--- src/rtl/asd_pkg.sv ---
// Package for the accelerometer step detector: word types, constants and tables.
// No dependencies; imported by every module of the block.
`default_nettype none
package asd_pkg;
	typedef struct packed {
		logic signed [7:0] axis_x;
		logic signed [7:0] axis_y;
		logic signed [7:0] axis_z;
		logic [1:0]        func;
	} in_word_t;

	typedef struct packed {
		logic [2:0]         event_code;
		logic signed [15:0] filtered_energy;
	} out_word_t;

	typedef struct packed {
		logic [14:0] sleep_reset_count;
		logic [14:0] idle_sample_limit;
		logic [14:0] phase_time_limit;
		logic [11:0] rise_start_base;
		logic [11:0] rise_confirm_base;
		logic [11:0] fall_start_base;
		logic [11:0] fall_confirm_base;
	} cfg_t;

	typedef struct packed {
		logic load;
		logic sq_en;
		logic [1:0] sq_sel;
		logic smooth;
		logic pred_a;
		logic pred_b;
		logic detect;
	} cmd_t;

	localparam logic [2:0] REG_SLEEP = 3'd0;
	localparam logic [2:0] REG_IDLE  = 3'd1;
	localparam logic [2:0] REG_PTIME = 3'd2;
	localparam logic [2:0] REG_RS    = 3'd3;
	localparam logic [2:0] REG_RC    = 3'd4;
	localparam logic [2:0] REG_FS    = 3'd5;
	localparam logic [2:0] REG_FC    = 3'd6;

	localparam logic [2:0] EV_NONE  = 3'd0;
	localparam logic [2:0] EV_STEP  = 3'd1;
	localparam logic [2:0] EV_FIVE  = 3'd2;
	localparam logic [2:0] EV_SLEEP = 3'd3;
	localparam logic [2:0] EV_IDLE  = 3'd4;

	localparam logic [1:0] PH_RISE1 = 2'd0;
	localparam logic [1:0] PH_RISE2 = 2'd1;
	localparam logic [1:0] PH_FALL1 = 2'd2;
	localparam logic [1:0] PH_FALL2 = 2'd3;

	localparam logic [1:0] FN_STEP    = 2'd0;
	localparam logic [1:0] FN_CONFIRM = 2'd1;
	localparam logic [1:0] FN_CLEAR   = 2'd2;

	function automatic logic [8:0] gain_q8(input logic [1:0] g);
		case (g)
			2'd0: gain_q8 = 9'd205;
			2'd1: gain_q8 = 9'd192;
			2'd2: gain_q8 = 9'd179;
			default: gain_q8 = 9'd154;
		endcase
	endfunction

	function automatic logic [7:0] off_a(input logic [2:0] b);
		case (b)
			3'd1: off_a = 8'h18;
			3'd2: off_a = 8'h38;
			3'd3: off_a = 8'h68;
			3'd4: off_a = 8'hA0;
			default: off_a = 8'h00;
		endcase
	endfunction

	function automatic logic [7:0] off_b(input logic [2:0] b);
		case (b)
			3'd1: off_b = 8'h18;
			3'd2: off_b = 8'h28;
			3'd3: off_b = 8'h60;
			3'd4: off_b = 8'h90;
			default: off_b = 8'h00;
		endcase
	endfunction

	function automatic logic signed [4:0] dev_low(input logic [4:0] i);
		case (i)
			5'd6, 5'd7, 5'd8, 5'd9: dev_low = -5'sd1;
			5'd10, 5'd11: dev_low = -5'sd2;
			5'd12, 5'd13, 5'd14: dev_low = -5'sd3;
			5'd15, 5'd16, 5'd17, 5'd18: dev_low = -5'sd4;
			5'd19: dev_low = -5'sd5;
			5'd20: dev_low = -5'sd6;
			5'd21: dev_low = -5'sd7;
			5'd22: dev_low = -5'sd8;
			5'd23: dev_low = -5'sd9;
			5'd24: dev_low = -5'sd10;
			default: dev_low = 5'sd0;
		endcase
	endfunction

	function automatic logic signed [4:0] dev_high(input logic [4:0] i);
		case (i)
			5'd6, 5'd7, 5'd22: dev_high = 5'sd2;
			5'd8, 5'd20, 5'd21: dev_high = 5'sd3;
			5'd9, 5'd10, 5'd11, 5'd12, 5'd19: dev_high = 5'sd4;
			5'd13, 5'd15, 5'd16, 5'd17, 5'd18: dev_high = 5'sd5;
			5'd14: dev_high = 5'sd6;
			5'd23: dev_high = 5'sd1;
			default: dev_high = 5'sd0;
		endcase
	endfunction

	function automatic logic [1:0] gain_for(input logic [7:0] iv);
		if (iv <= 8'd8) gain_for = 2'd3;
		else if (iv <= 8'd10) gain_for = 2'd2;
		else if (iv <= 8'd12) gain_for = 2'd1;
		else gain_for = 2'd0;
	endfunction

	function automatic logic [2:0] band_for(input logic [7:0] iv);
		if (iv >= 8'd15) band_for = 3'd0;
		else if (iv >= 8'd12) band_for = 3'd1;
		else if (iv >= 8'd10) band_for = 3'd2;
		else if (iv >= 8'd8) band_for = 3'd3;
		else band_for = 3'd4;
	endfunction
endpackage
`default_nettype wire

--- src/rtl/accel_step_detector.sv ---
// Top level of the accelerometer step detector: ports, configuration registers, output slot.
// Depends on asd_pkg, asd_ctrl and asd_dp.
`default_nettype none
// A word is accepted only while idle, and the next only after the detector update of the last.
// Each word passes in order through the squares of x, y, z (x in the accepting cycle) in the one
// shared 8x8 squarer, then smoothing, the gain multiply of the extrapolation and detector update.
// The result waits in the output register while the next word is accepted; the detector update
// waits only if that register is still full and not being taken.
module accel_step_detector (
	input  wire logic                 clk,
	input  wire logic                 arst_n,
	input  wire logic                 in_valid,
	output logic                      in_ready,
	input  asd_pkg::in_word_t         in_data,
	output logic                      out_valid,
	input  wire logic                 out_ready,
	output asd_pkg::out_word_t        out_data,
	input  wire logic                 cfg_we,
	input  wire logic [2:0]           cfg_index,
	input  wire logic [14:0]          cfg_data
);
	import asd_pkg::*;

	cfg_t cfg_q;
	cmd_t cmd;
	logic out_load, in_fire;

	assign in_fire = in_valid && in_ready;

	always_ff @(posedge clk or negedge arst_n) begin
		if (!arst_n) begin
			cfg_q.sleep_reset_count <= 15'd50;
			cfg_q.idle_sample_limit <= 15'd250;
			cfg_q.phase_time_limit <= 15'd300;
			cfg_q.rise_start_base <= 12'd112;
			cfg_q.rise_confirm_base <= 12'd48;
			cfg_q.fall_start_base <= 12'd112;
			cfg_q.fall_confirm_base <= 12'd48;
		end else if (cfg_we) begin
			case (cfg_index)
				REG_SLEEP: cfg_q.sleep_reset_count <= cfg_data;
				REG_IDLE:  cfg_q.idle_sample_limit <= cfg_data;
				REG_PTIME: cfg_q.phase_time_limit <= cfg_data;
				REG_RS:    cfg_q.rise_start_base <= cfg_data[11:0];
				REG_RC:    cfg_q.rise_confirm_base <= cfg_data[11:0];
				REG_FS:    cfg_q.fall_start_base <= cfg_data[11:0];
				REG_FC:    cfg_q.fall_confirm_base <= cfg_data[11:0];
				default: ;
			endcase
		end
	end

	always_ff @(posedge clk or negedge arst_n) begin
		if (!arst_n) out_valid <= 1'b0;
		else if (out_load) out_valid <= 1'b1;
		else if (out_ready) out_valid <= 1'b0;
	end

	asd_ctrl u_ctrl (
		.clk(clk), .arst_n(arst_n), .in_fire(in_fire),
		.out_busy(out_valid && !out_ready), .in_ready(in_ready),
		.out_load(out_load), .cmd(cmd)
	);

	asd_dp u_dp (
		.clk(clk), .arst_n(arst_n), .cmd(cmd), .in_word(in_data),
		.cfg(cfg_q), .res(out_data)
	);
endmodule
`default_nettype wire

--- src/rtl/asd_ctrl.sv ---
// Sequencer of the step detector: steps each word through squares, filter and detector.
// Depends on asd_pkg.
`default_nettype none
module asd_ctrl (
	input  wire logic          clk,
	input  wire logic          arst_n,
	input  wire logic          in_fire,
	input  wire logic          out_busy,
	output logic               in_ready,
	output logic               out_load,
	output asd_pkg::cmd_t      cmd
);
	import asd_pkg::*;

	localparam logic [2:0] S_IDLE = 3'd0;
	localparam logic [2:0] S_SQY  = 3'd1;
	localparam logic [2:0] S_SQZ  = 3'd2;
	localparam logic [2:0] S_PA   = 3'd3;
	localparam logic [2:0] S_PB   = 3'd4;
	localparam logic [2:0] S_DET  = 3'd5;
	localparam logic [2:0] S_WAIT = 3'd6;

	logic [2:0] state_q, state_d;

	always_comb begin
		state_d = state_q;
		cmd = '0;
		out_load = 1'b0;
		in_ready = 1'b0;
		case (state_q)
			S_IDLE: begin
				in_ready = 1'b1;
				if (in_fire) begin
					cmd.load = 1'b1;
					cmd.sq_en = 1'b1;
					cmd.sq_sel = 2'd0;
					state_d = S_SQY;
				end
			end
			S_SQY: begin
				cmd.sq_en = 1'b1;
				cmd.sq_sel = 2'd1;
				state_d = S_SQZ;
			end
			S_SQZ: begin
				cmd.sq_en = 1'b1;
				cmd.sq_sel = 2'd2;
				state_d = S_PA;
			end
			S_PA: begin
				cmd.smooth = 1'b1;
				state_d = S_PB;
			end
			S_PB: begin
				cmd.pred_a = 1'b1;
				state_d = S_DET;
			end
			S_DET: begin
				cmd.pred_b = 1'b1;
				state_d = S_WAIT;
			end
			S_WAIT: begin
				if (!out_busy) begin
					cmd.detect = 1'b1;
					out_load = 1'b1;
					state_d = S_IDLE;
				end
			end
			default: state_d = S_IDLE;
		endcase
	end

	always_ff @(posedge clk or negedge arst_n) begin
		if (!arst_n) state_q <= S_IDLE;
		else state_q <= state_d;
	end

`ifndef NO_ASSERTIONS
	a_ready_idle: assert property (@(posedge clk) disable iff (!arst_n)
		in_ready |-> state_q == S_IDLE) else $error("ready outside idle");
	a_fire_seq: assert property (@(posedge clk) disable iff (!arst_n)
		in_fire |=> state_q == S_SQY) else $error("sequence not started");
	a_load_once: assert property (@(posedge clk) disable iff (!arst_n)
		out_load |=> !out_load) else $error("double result load");
`endif
endmodule
`default_nettype wire

--- src/rtl/asd_dp.sv ---
// Datapath of the step detector: energy, smoothing, extrapolation ring and detector state.
// Depends on asd_pkg; driven by asd_ctrl commands.
`default_nettype none
module asd_dp (
	input  wire logic               clk,
	input  wire logic               arst_n,
	input  asd_pkg::cmd_t           cmd,
	input  asd_pkg::in_word_t       in_word,
	input  asd_pkg::cfg_t           cfg,
	output asd_pkg::out_word_t      res
);
	import asd_pkg::*;

	in_word_t in_q;
	logic [16:0] acc_q;
	logic [15:0] sm_q;
	logic signed [15:0] hist_q [4];
	logic [1:0]  hidx_q, gsel_q, phase_q;
	logic signed [16:0] rmin_q, rmax_q, ref_q;
	logic [15:0] ptime_q, since_q;
	logic [7:0]  reg_q, civ_q, piv_q;
	logic [2:0]  band_q;
	logic signed [26:0] pa_q;

	logic signed [7:0] sq_in;
	logic [14:0] sq_prod;
	always_comb begin
		case (cmd.sq_sel)
			2'd0: sq_in = in_word.axis_x;
			2'd1: sq_in = in_q.axis_y;
			default: sq_in = in_q.axis_z;
		endcase
		sq_prod = 15'(unsigned'(32'(sq_in * sq_in)));
	end

	logic [14:0] energy;
	logic [17:0] sm_sum;
	assign energy = (acc_q > 17'd32767) ? 15'd32767 : acc_q[14:0];
	assign sm_sum = 18'(sm_q) * 18'd3 + 18'(energy);

	logic [8:0] k;
	logic signed [17:0] lin;
	logic signed [26:0] pa_d;
	logic signed [26:0] pb_full;
	logic signed [26:0] pred_t;
	logic signed [15:0] pred_sat;
	assign k = gain_q8(gsel_q);
	assign lin = 18'(hist_q[hidx_q + 2'd3]) * 18'sd2 - 18'(hist_q[hidx_q + 2'd2]);
	assign pa_d = 27'(lin * $signed({1'b0, k}));
	assign pb_full = pa_q + 27'($signed({1'b0, 9'd256 - k}) * $signed({1'b0, sm_q}));
	always_comb begin
		pred_t = (pb_full < 0) ? -((-pb_full) >>> 8) : (pb_full >>> 8);
		if (pred_t > 27'sd32767) pred_sat = 16'sh7fff;
		else if (pred_t < -27'sd32768) pred_sat = 16'sh8000;
		else pred_sat = pred_t[15:0];
	end

	function automatic logic signed [16:0] q4(input logic signed [15:0] v);
		logic signed [16:0] e;
		e = 17'(v);
		q4 = (e < 0) ? -((-e) >>> 2) : (e >>> 2);
	endfunction
	logic signed [16:0] s;
	assign s = q4(hist_q[0]) + q4(hist_q[1]) + q4(hist_q[2]) + q4(hist_q[3]);

	logic signed [16:0] th1, th2, th3, th4;
	assign th1 = 17'(cfg.rise_start_base) + 17'(off_a(band_q));
	assign th2 = 17'(cfg.rise_confirm_base) + 17'(off_b(band_q));
	assign th3 = 17'(cfg.fall_start_base) + 17'(off_a(band_q));
	assign th4 = 17'(cfg.fall_confirm_base) + 17'(off_b(band_q));

	logic [1:0]  ph_n, gs_n, fn;
	logic signed [16:0] mn_n, mx_n, rf_n;
	logic [15:0] pt_n, ss_n;
	logic [7:0]  rc_n, ci_n, pi_n, iv;
	logic [2:0]  bd_n, ev;
	logic signed [8:0] dev;
	always_comb begin
		fn = in_q.func;
		ph_n = phase_q; gs_n = gsel_q; mn_n = rmin_q; mx_n = rmax_q; rf_n = ref_q;
		pt_n = ptime_q; ss_n = since_q; rc_n = reg_q; ci_n = civ_q; pi_n = piv_q;
		bd_n = band_q; ev = EV_NONE; iv = 8'd0; dev = '0;
		if (fn == FN_CLEAR) begin
			ss_n = '0; pt_n = '0; ph_n = PH_RISE1;
		end
		if (ci_n < 8'd127) ci_n = ci_n + 8'd1;
		case (ph_n)
			PH_RISE1: begin
				if (mn_n > s) mn_n = s;
				else begin
					pt_n = pt_n + 16'd1;
					if (s - mn_n > th1) begin
						rf_n = s; ph_n = PH_RISE2;
					end
				end
			end
			PH_RISE2: begin
				if (s - rf_n > th2) begin
					ph_n = PH_FALL1; mx_n = -17'sd32767; pt_n = '0;
				end else begin
					if (pt_n > 16'd8) begin
						ph_n = PH_RISE1; mn_n = 17'sd32767;
					end
					pt_n = pt_n + 16'd1;
				end
			end
			PH_FALL1: begin
				if (s > mx_n) mx_n = s;
				else if (s < mx_n - th3) begin
					rf_n = s; ph_n = PH_FALL2; pt_n = '0;
				end else begin
					if (pt_n > 16'd8) begin
						ph_n = PH_RISE1; mn_n = 17'sd32767;
					end
					pt_n = pt_n + 16'd1;
				end
			end
			default: begin
				if (s < rf_n - th4) begin
					iv = ci_n;
					ph_n = PH_RISE1; mn_n = 17'sd32767; pt_n = '0; ss_n = '0;
					if (fn == FN_CONFIRM) begin
						rc_n = rc_n + 8'd1;
						if (rc_n == 8'd3) pi_n = iv;
						else if (rc_n > 8'd3) begin
							dev = 9'(iv) - 9'(pi_n);
							if (pi_n < 8'd6 || pi_n > 8'd24) rc_n = rc_n - 8'd1;
							else if (dev < 9'(dev_low(pi_n[4:0]))
								|| dev > 9'(dev_high(pi_n[4:0]))) rc_n = '0;
							if (iv < 8'd6 || iv > 8'd24) rc_n = '0;
						end
						if (rc_n > 8'd0) gs_n = gain_for(iv);
						if (rc_n >= 8'd5) begin
							rc_n = '0; ev = EV_FIVE;
						end
					end else if (fn == FN_STEP) begin
						if (iv >= 8'd6) begin
							ev = EV_STEP; gs_n = gain_for(iv);
						end
					end
					pi_n = iv; bd_n = band_for(iv); ci_n = '0;
				end else begin
					if (pt_n > 16'd6) begin
						ph_n = PH_RISE1; mn_n = 17'sd32767;
					end
					pt_n = pt_n + 16'd1;
				end
			end
		endcase
		ss_n = ss_n + 16'd1;
		if (ss_n == 16'(cfg.sleep_reset_count)) begin
			bd_n = 3'd0; ph_n = PH_RISE1; mn_n = 17'sd255; rc_n = '0; ev = EV_SLEEP;
			gs_n = 2'd0;
		end
		if (pt_n > 16'(cfg.phase_time_limit) || ss_n > 16'(cfg.idle_sample_limit)) begin
			ev = EV_IDLE; gs_n = 2'd0;
		end
	end

	always_ff @(posedge clk) begin
		if (cmd.load) in_q <= in_word;
		if (cmd.pred_a) pa_q <= pa_d;
		if (cmd.detect) begin
			res.event_code <= ev;
			res.filtered_energy <= s[15:0];
		end
	end

	always_ff @(posedge clk or negedge arst_n) begin
		if (!arst_n) begin
			acc_q <= '0; sm_q <= '0; hidx_q <= '0; gsel_q <= '0; phase_q <= PH_RISE1;
			hist_q[0] <= '0; hist_q[1] <= '0; hist_q[2] <= '0; hist_q[3] <= '0;
			rmin_q <= 17'sd32767; rmax_q <= -17'sd32767; ref_q <= '0;
			ptime_q <= '0; since_q <= '0; reg_q <= '0; civ_q <= '0; piv_q <= '0;
			band_q <= '0;
		end else begin
			if (cmd.sq_en) acc_q <= (cmd.load ? 17'd0 : acc_q) + 17'(sq_prod);
			if (cmd.smooth) sm_q <= sm_sum[17:2];
			if (cmd.pred_b) begin
				hist_q[hidx_q] <= pred_sat;
				hidx_q <= hidx_q + 2'd1;
			end
			if (cmd.detect) begin
				phase_q <= ph_n; gsel_q <= gs_n; rmin_q <= mn_n; rmax_q <= mx_n;
				ref_q <= rf_n; ptime_q <= pt_n; since_q <= ss_n; reg_q <= rc_n;
				civ_q <= ci_n; piv_q <= pi_n; band_q <= bd_n;
			end
		end
	end

`ifndef NO_ASSERTIONS
	a_civ_sat: assert property (@(posedge clk) disable iff (!arst_n)
		civ_q <= 8'd127) else $error("interval past saturation");
	a_band: assert property (@(posedge clk) disable iff (!arst_n)
		band_q <= 3'd4) else $error("cadence band out of range");
	a_hidx: assert property (@(posedge clk) disable iff (!arst_n)
		cmd.pred_b |=> hidx_q == $past(hidx_q) + 2'd1) else $error("ring index slip");
`endif
endmodule
`default_nettype wire
--- config.mk ---
export PLATFORM = sky130hd
export DESIGN_NAME = accel_step_detector
export DESIGN_NICKNAME = d
export VERILOG_FILES = /design/src/rtl/asd_pkg.sv /design/src/rtl/accel_step_detector.sv /design/src/rtl/asd_ctrl.sv /design/src/rtl/asd_dp.sv
export SDC_FILE = /design/constraint.sdc
export NUM_CORES = 2
export LEC_CHECK = 0
export BUFFER_PORTS_ARGS = -buffer_cell sky130_fd_sc_hd__buf_2
export CAP_MARGIN = 5
export CORE_ASPECT_RATIO = 1.1
export CORE_MARGIN = 2
export CORE_UTILIZATION = 50
export CTS_BUF_LIST = sky130_fd_sc_hd__clkbuf_4
export DETAILED_ROUTE_END_ITERATION = 10
export GPL_ROUTABILITY_DRIVEN = 0
export PLACE_DENSITY_LB_ADDON = 0.12
export SYNTH_ARGS = -nofsm -noshare
export SYNTH_HDL_FRONTEND = slang
export SYNTH_HIERARCHICAL = 1
export SYNTH_SLANG_ARGS = --single-unit
--- constraint.sdc ---
create_clock -name clk -period 14.8 [get_ports clk]
set_input_delay 2.96 -clock clk [delete_from_list [all_inputs] [get_ports clk]]
set_output_delay 2.96 -clock clk [all_outputs]
set_load 0.05 [all_outputs]
==> Word level (Yosys, flattened, before mapping) <==
Memory sizes are Yosys's and may differ from the RTL's.
Index checks and enable logic that the tools add are counted.
{ "word_totals": {"regBits": 374, "latch_bits": 0, "mem_bits_rw": 0, "rom_bits": 256, "inputBits": 49, "out_inout_bits": 21, "word_cells": 324, "n_memories": 2} }
{ "memory_table": {"columns": ["name", "words", "word_bits", "read_ports", "rd_ports_with_merged_regs", "write_ports", "line", "text"], "rows": [
  ["(no name shown)", 32, 5, 1, 0, 0, "asd_pkg.sv:90", "case (i)"],
  ["(no name shown)", 32, 3, 1, 0, 0, "asd_pkg.sv:106", "case (i)"]
]} }
{ "classes": {"add_sub_neg": 35, "mul": 4, "div": 0, "magnitude_cmp": 40, "n_eq_ne": 40, "shift": 0, "n_mux": 127, "n_bitwise": 4, "n_reduce_logical": 39} }
{ "ops": {"columns": ["operator", "n"], "rows": [
  ["$mux W17", 19],
  ["$mux W16", 16],
  ["$mux W8", 16],
  ["$gt A17 B17 Y1", 4],
  ["$neg A15 Y17", 4],
  ["$neg A16 Y17", 4],
  ["$pmux W17 S2", 2],
  ["$sub A17 B17 Y17", 4],
  ["$bmux W16 S2", 2],
  ["$bwmux W64", 1],
  ["$lt A16 B1 Y1 const B", 4],
  ["$pmux W8 S4", 2],
  ["$mux W5", 12],
  ["$add A12 B8 Y13", 4],
  ["$add A17 B17 Y17", 3],
  ["$pmux W17 S3", 1],
  ["$pmux W16 S3", 1],
  ["$mux W2", 21],
  ["$mux W3", 14],
  ["$lt A17 B17 Y1", 2],
  ["$add A16 B1 Y16 const B", 2],
  ["$demux W16 S2", 1],
  ["$ge A8 B4 Y1 const B", 4],
  ["$gt A16 B15 Y1", 2],
  ["70 further kinds", 144]
]} }

==> Logic depth before layout (Yosys ltp) <==
{ "depth": {"word_depth": 26, "ltp_mapped": 52, "depth_no_buf": 50} }

==> By module <==
Netlist, hierarchy kept.
{ "modules_own_cells": {"columns": ["module", "instances", "cells_each", "area_each_um2"], "rows": [
  ["asd_dp", 1, 4506, 38724.6],
  ["accel_step_detector", 1, 206, 3614.7],
  ["asd_ctrl", 1, 26, 234.0]
]} }

==> Least setup slack after synthesis <==
No wires, ideal clock.
{ "synth_timing": {"path_kind": "register to register", "from": "register u_dp/hist_q[50] in the netlist's numbering", "to": "register u_dp.gsel_q[0]", "setup_ns": 0.078, "t_arrival_ns": 10.862, "required_ns": 14.722, "path_slack_ns": 3.860, "path_stages_with_launch": 50, "path_buffers": 3, "period_less_slack_ns": 10.940, "cell_sequence": "dfrtp_1 > clkbuf_1 > or4_1 > nand2_1 > ha_1 > mux2_2 > fa_1 > inv_1 > fa_1 > inv_1 > ha_1 > fa_1 > a21o_1 > a21oi_1 > o21bai_1 > a21oi_1 > o21bai_1 > a21oi_1 > (+14 left out) > nor2_1 > clkbuf_1 > nand2_1 > a31oi_1 > ha_1 > a21o_1 > a21o_1 > a2111oi_0 > o21ai_0 > o211ai_1 > a31oi_1 > o31a_1 > nor3_1 > nand2_1 > nor4_1 > nor2_1 > or4b_1 > o2bb2ai_1"} }
{ "synth_via": {"elab_chain_len": 14, "word_cells_on_any_way": 34, "classes_between": "add/sub (7); order compare (8); eq/ne (3); mux (11); reduce/logical (5)"} }
{ "synth_lines": {"columns": ["item", "line", "text"], "rows": [
  ["start, declared", "asd_dp.sv:17", "logic signed [15:0] hist_q [4];"],
  ["start signal, assigned by index", "asd_dp.sv:180", "hist_q[hidx_q] <= pred_sat;"],
  ["$neg A16 Y17", "asd_dp.sv:61", "q4 = (e < 0) ? -((-e) >>> 2) : (e >>> 2);"],
  ["$neg A15 Y17", "asd_dp.sv:61", null],
  ["$mux W17 *", "asd_dp.sv:61", null],
  ["$add A17 B17 Y17 * (3 in series)", "asd_dp.sv:64", "assign s = q4(hist_q[0]) + q4(hist_q[1]) + q4(hist_q[2]) + q4(hist_q[3]);"],
  ["$sub A17 B17 Y17 or $lt A17 B17 Y1 (tied branches)", "asd_dp.sv:98, asd_dp.sv:109", null],
  ["$gt A17 B17 Y1 or $mux W16 (tied branches)", "asd_dp.sv:98, asd_dp.sv:109", null],
  ["$mux W16, on equally long branches", "asd_dp.sv:98, asd_dp.sv:108", null],
  ["$pmux W16 S3 *", "asd_dp.sv:87", "case (ph_n)"],
  ["named net u_dp.pt_n[9]", "asd_dp.sv:74", "logic [15:0] pt_n, ss_n;"],
  ["$gt A16 B15 Y1 *", "asd_dp.sv:155", "if (pt_n > 16'(cfg.phase_time_limit) || ss_n > 16'(cfg.idle_sample_limit)) begin"],
  ["$logic_or A1 B1 Y1 *", "asd_dp.sv:155", null],
  ["$ne A4 B4 Y1 (no line), or another cell as far along", null, null],
  ["$reduce_and A6 Y1 (no line)", null, null],
  ["end signal, assigned", "asd_dp.sv:184", "phase_q <= ph_n; gsel_q <= gs_n; rmin_q <= mn_n; rmax_q <= mx_n;"],
  ["end, declared", "asd_dp.sv:18", "logic [1:0] hidx_q, gsel_q, phase_q;"]
]} }
Mark *: on every way through the listed nets, which the timed path passes. The rest lies on a longest branch.
A chain may end at the register's enable or synchronous reset.

==> Worst setup path in the final report <==
{ "layout_timing": {"from": "register u_dp/hist_q[34] in the netlist's numbering", "to": "register u_dp.gsel_q[0]"} }
Same word-level chain as after synthesis.

==> impl_metrics.toml <==
[sta]
slew_viol_final = 0
slew_headroom_pct = 22.1
post-route-period-util_pct = 85.2
timing.hold.ws_ns = 0.469
grt_setup_unrepaired = "no"
hold_viol_final = 0
tightestPinTransition_ns = 1.17
setup_viol = 0
clock.fmax_ghz = 0.0793
period_needed_ns = 12.62
finClkSkew_ns = 0.0648
tns_ns = 0

[clock_tree]
cts_resized = 0
cts_buffer_depth = 3
htreeDepth = 3
cts.sinks = 374
clk_pin_slew_ns = 0.06
cts_buffers = 107
cts_tree = "done"
post-cts-setup-buffers = 0
clkLatencyLatePin_ns = 0.93
hold_buffers = 0
cts-root-buf = "clkbuf_4"

[worst_hold_path]
hold_path_end = "u_dp/rmax_q[16]$_DFFE_PN1P_"
hp-start = "u_dp/rmax_q[16]$_DFFE_PN1P_"
hold_depth = 2
min_path_type = "register to register"

[synthesis]
yosysTopAreaCell = "dfrtp_1"
netlist_instances = 4738
syn_area_sq_um = 42600
syn_nets = 5542
ys.warnings.count = 6
synth_top_area_share_pct = 15.8
async_flop_share_pct = 82.9
ys_types = 99
synth_area_per_cell_sq_um = 8.99
synth_edf_count = 64
yosysSeqAreaShare_pct = 22.9
synth_area_leaders = "dfrtp_1 (16%), fa_1 (14%), ha_1 (13%)"
synth-seq-cells = 374
yosys_most_used_dff = "dfrtp_1"

[cells_and_area]
final_common_cell = "inv_1"
fill_cells = 8107
layout_common_cells = "inv_1 (678), ha_1 (456), nand2_1 (372)"
layout-drive-gt1-share_pct = 11.4
areaGrowthSynthToFinish_pct = 6.75
seq_area_sq_um = 9730
layout.cells.non_filler = 6048
fin_nets = 5623
multi_input_area_sq_um = 29700

[routing]
routed_via_density = 5.51
postRouteAntennaNets = 0
vias = 33300
drt_iter0_markers = 1958
drc = 0
drt_first_pass_iters = 5
wl_mm = 108
routedWlPerCell_microns = 17.9

[floorplan]
die_area_sq_um = 87500
core-area_sq_um = 84600
die_h_microns = 310
ios = 70
die_w_microns = 282
start_util_pct = 50.3
num_rows = 112

[global_routing]
grt_start_max_net_pins = 74
antenna_found_initial = 2
grt_pass1_vias = 33000
grt_first_pass_wirelength_mm = 176
grt_usage_pct = 25.2
overflow = 0

[setup_path]
r2r_slack_ns = 2.18
r2r_cells = 49
slowest_stage = "a2111oi_0"
crit_type = "register to register"
crit_arrival_ns = 13.45
setup.worst_path.end_class = "register"
required_ns = 15.63
cp-start-kind = "register"
reg2reg_from = "u_dp/hist_q[34]$_DFFE_PN0P_"
cp_max_fo = 12
rr_endpoint = "u_dp/gsel_q[0]$_DFFE_PN0P_"
cp_slowest_stage_delay_ns = 0.75

[place]
dpl.hpwl_mm = 85.2
placed_cells = 5850
io_buffer_count = 69

[flow_run]
maxCapViolCount = 0

[run_status]
status = "complete, no violations"
[cells by family (layout without fill, tap and decap cells)]
kind of cell / after synthesis / in the layout / share of synthesized area (%)
simple gates: 1354 / 1354 / 15.7
compound gates: 922 / 922 / 13.9
buf+inv: 817 / 983 / 7.41
fa+ha+maj: 755 / 755 / 27.5
flops: 374 / 374 / 22.9
xor+xnor: 306 / 306 / 6.37
mux: 210 / 210 / 6.34
other cells: 0 / 4 / 0
[cell usage after synthesis (12+ instances only)]
library cell and n:
nand3_1 100, nor3_1 85, edfxtp_1 64, and2_1 68, buf_2 14, nand2b_1 72, nor2_1 341, nor2b_1 67
mux4_2 32, a211oi_1 15, xnor2_1 213, xor2_1 91, a31oi_1 32, fa_1 299, a21boi_0 16, o311ai_0 12
mux2i_1 22, a22o_1 13, or2_2 23, o21a_1 62, mux2_2 156, nand4_1 44, nand2_1 372, and3_1 51
or3_1 28, o31ai_1 24, clkbuf_1 105, dfrtp_1 269, nor4_1 22, inv_1 678, o21ai_0 255, a21oi_1 219
dfstp_2 41, o21bai_1 38, or4_1 15, and4_1 13, a21o_1 75, o2111ai_1 18, ha_1 456
[worst max-delay path, delay by kind of cell, from the launching register on]
family / cells / cell delay [ns]
AOI/OAI and AO/OA: 19 / 4.59
and+or+nand+nor: 14 / 3.95
adders and majority gates: 6 / 2.24
buffers and inverters: 6 / 0.75
xor gates and xnor gates: 4 / 0.55
DFF: 1 / 0.48
[through the flow]
step                      setup WS, ns  util, %  cell area (sq um)
after detailed placement          2.36     52.1              44100
after CTS                         2.31     53.7              45400
after floorplan                   3.86        -              42600
final                             2.18     53.7              45400
after global placement            2.51     52.1              44100
after global routing              1.24     53.7              45400
[how the worst max path moves through the flow]
stage,start,to,slack [ns],cells after the start
after floorplan,u_dp/hist_q[50]$_DFFE_PN0P_,u_dp/gsel_q[0]$_DFFE_PN0P_,3.86,49
after global placement,u_dp/hist_q[34]$_DFFE_PN0P_,u_dp/gsel_q[0]$_DFFE_PN0P_,2.51,48
after detailed placement,u_dp/hist_q[34]$_DFFE_PN0P_,u_dp/gsel_q[0]$_DFFE_PN0P_,2.36,48
after CTS,u_dp/hist_q[34]$_DFFE_PN0P_,u_dp/gsel_q[0]$_DFFE_PN0P_,2.31,48
after global routing,u_dp/hist_q[34]$_DFFE_PN0P_,u_dp/gsel_q[0]$_DFFE_PN0P_,1.24,48
final,u_dp/hist_q[34]$_DFFE_PN0P_,u_dp/gsel_q[0]$_DFFE_PN0P_,2.18,49
[layer usage]
layer,global-route usage (%),up-vias,share of wire [%]
met3,2.95,157,3.9
met2,42.7,681,48
met1,34.0,16100,46
li1,-,16400,-
met4,7.17,0,2.5
met5,0,-,0
[area by class of cell]
type	count	share of cell area (%)
multi-input cells	3547	65.4
well taps	1140	3.14
inverters	679	5.61
clock inverters	47	0.562
diodes	4	0.0220
repair buffers	110	1.46
clock buffers	147	2.43
flip-flops and latches	374	21.4
[flip-flops by register name (all words and copies together) (netlist names), 16 cells and up]
name,flops
cfg_q,93
u_dp/acc_q,17
u_dp/hist_q,64
u_dp/in_q,16
u_dp/pa_q,27
u_dp/ptime_q,16
u_dp/ref_q,17
u_dp/res,19
u_dp/rmax_q,17
u_dp/rmin_q,17
u_dp/since_q,16
u_dp/sm_q,16
Power is not shown: default switching activity piles up to over one toggle a cycle in this logic, so the estimate is an artifact.
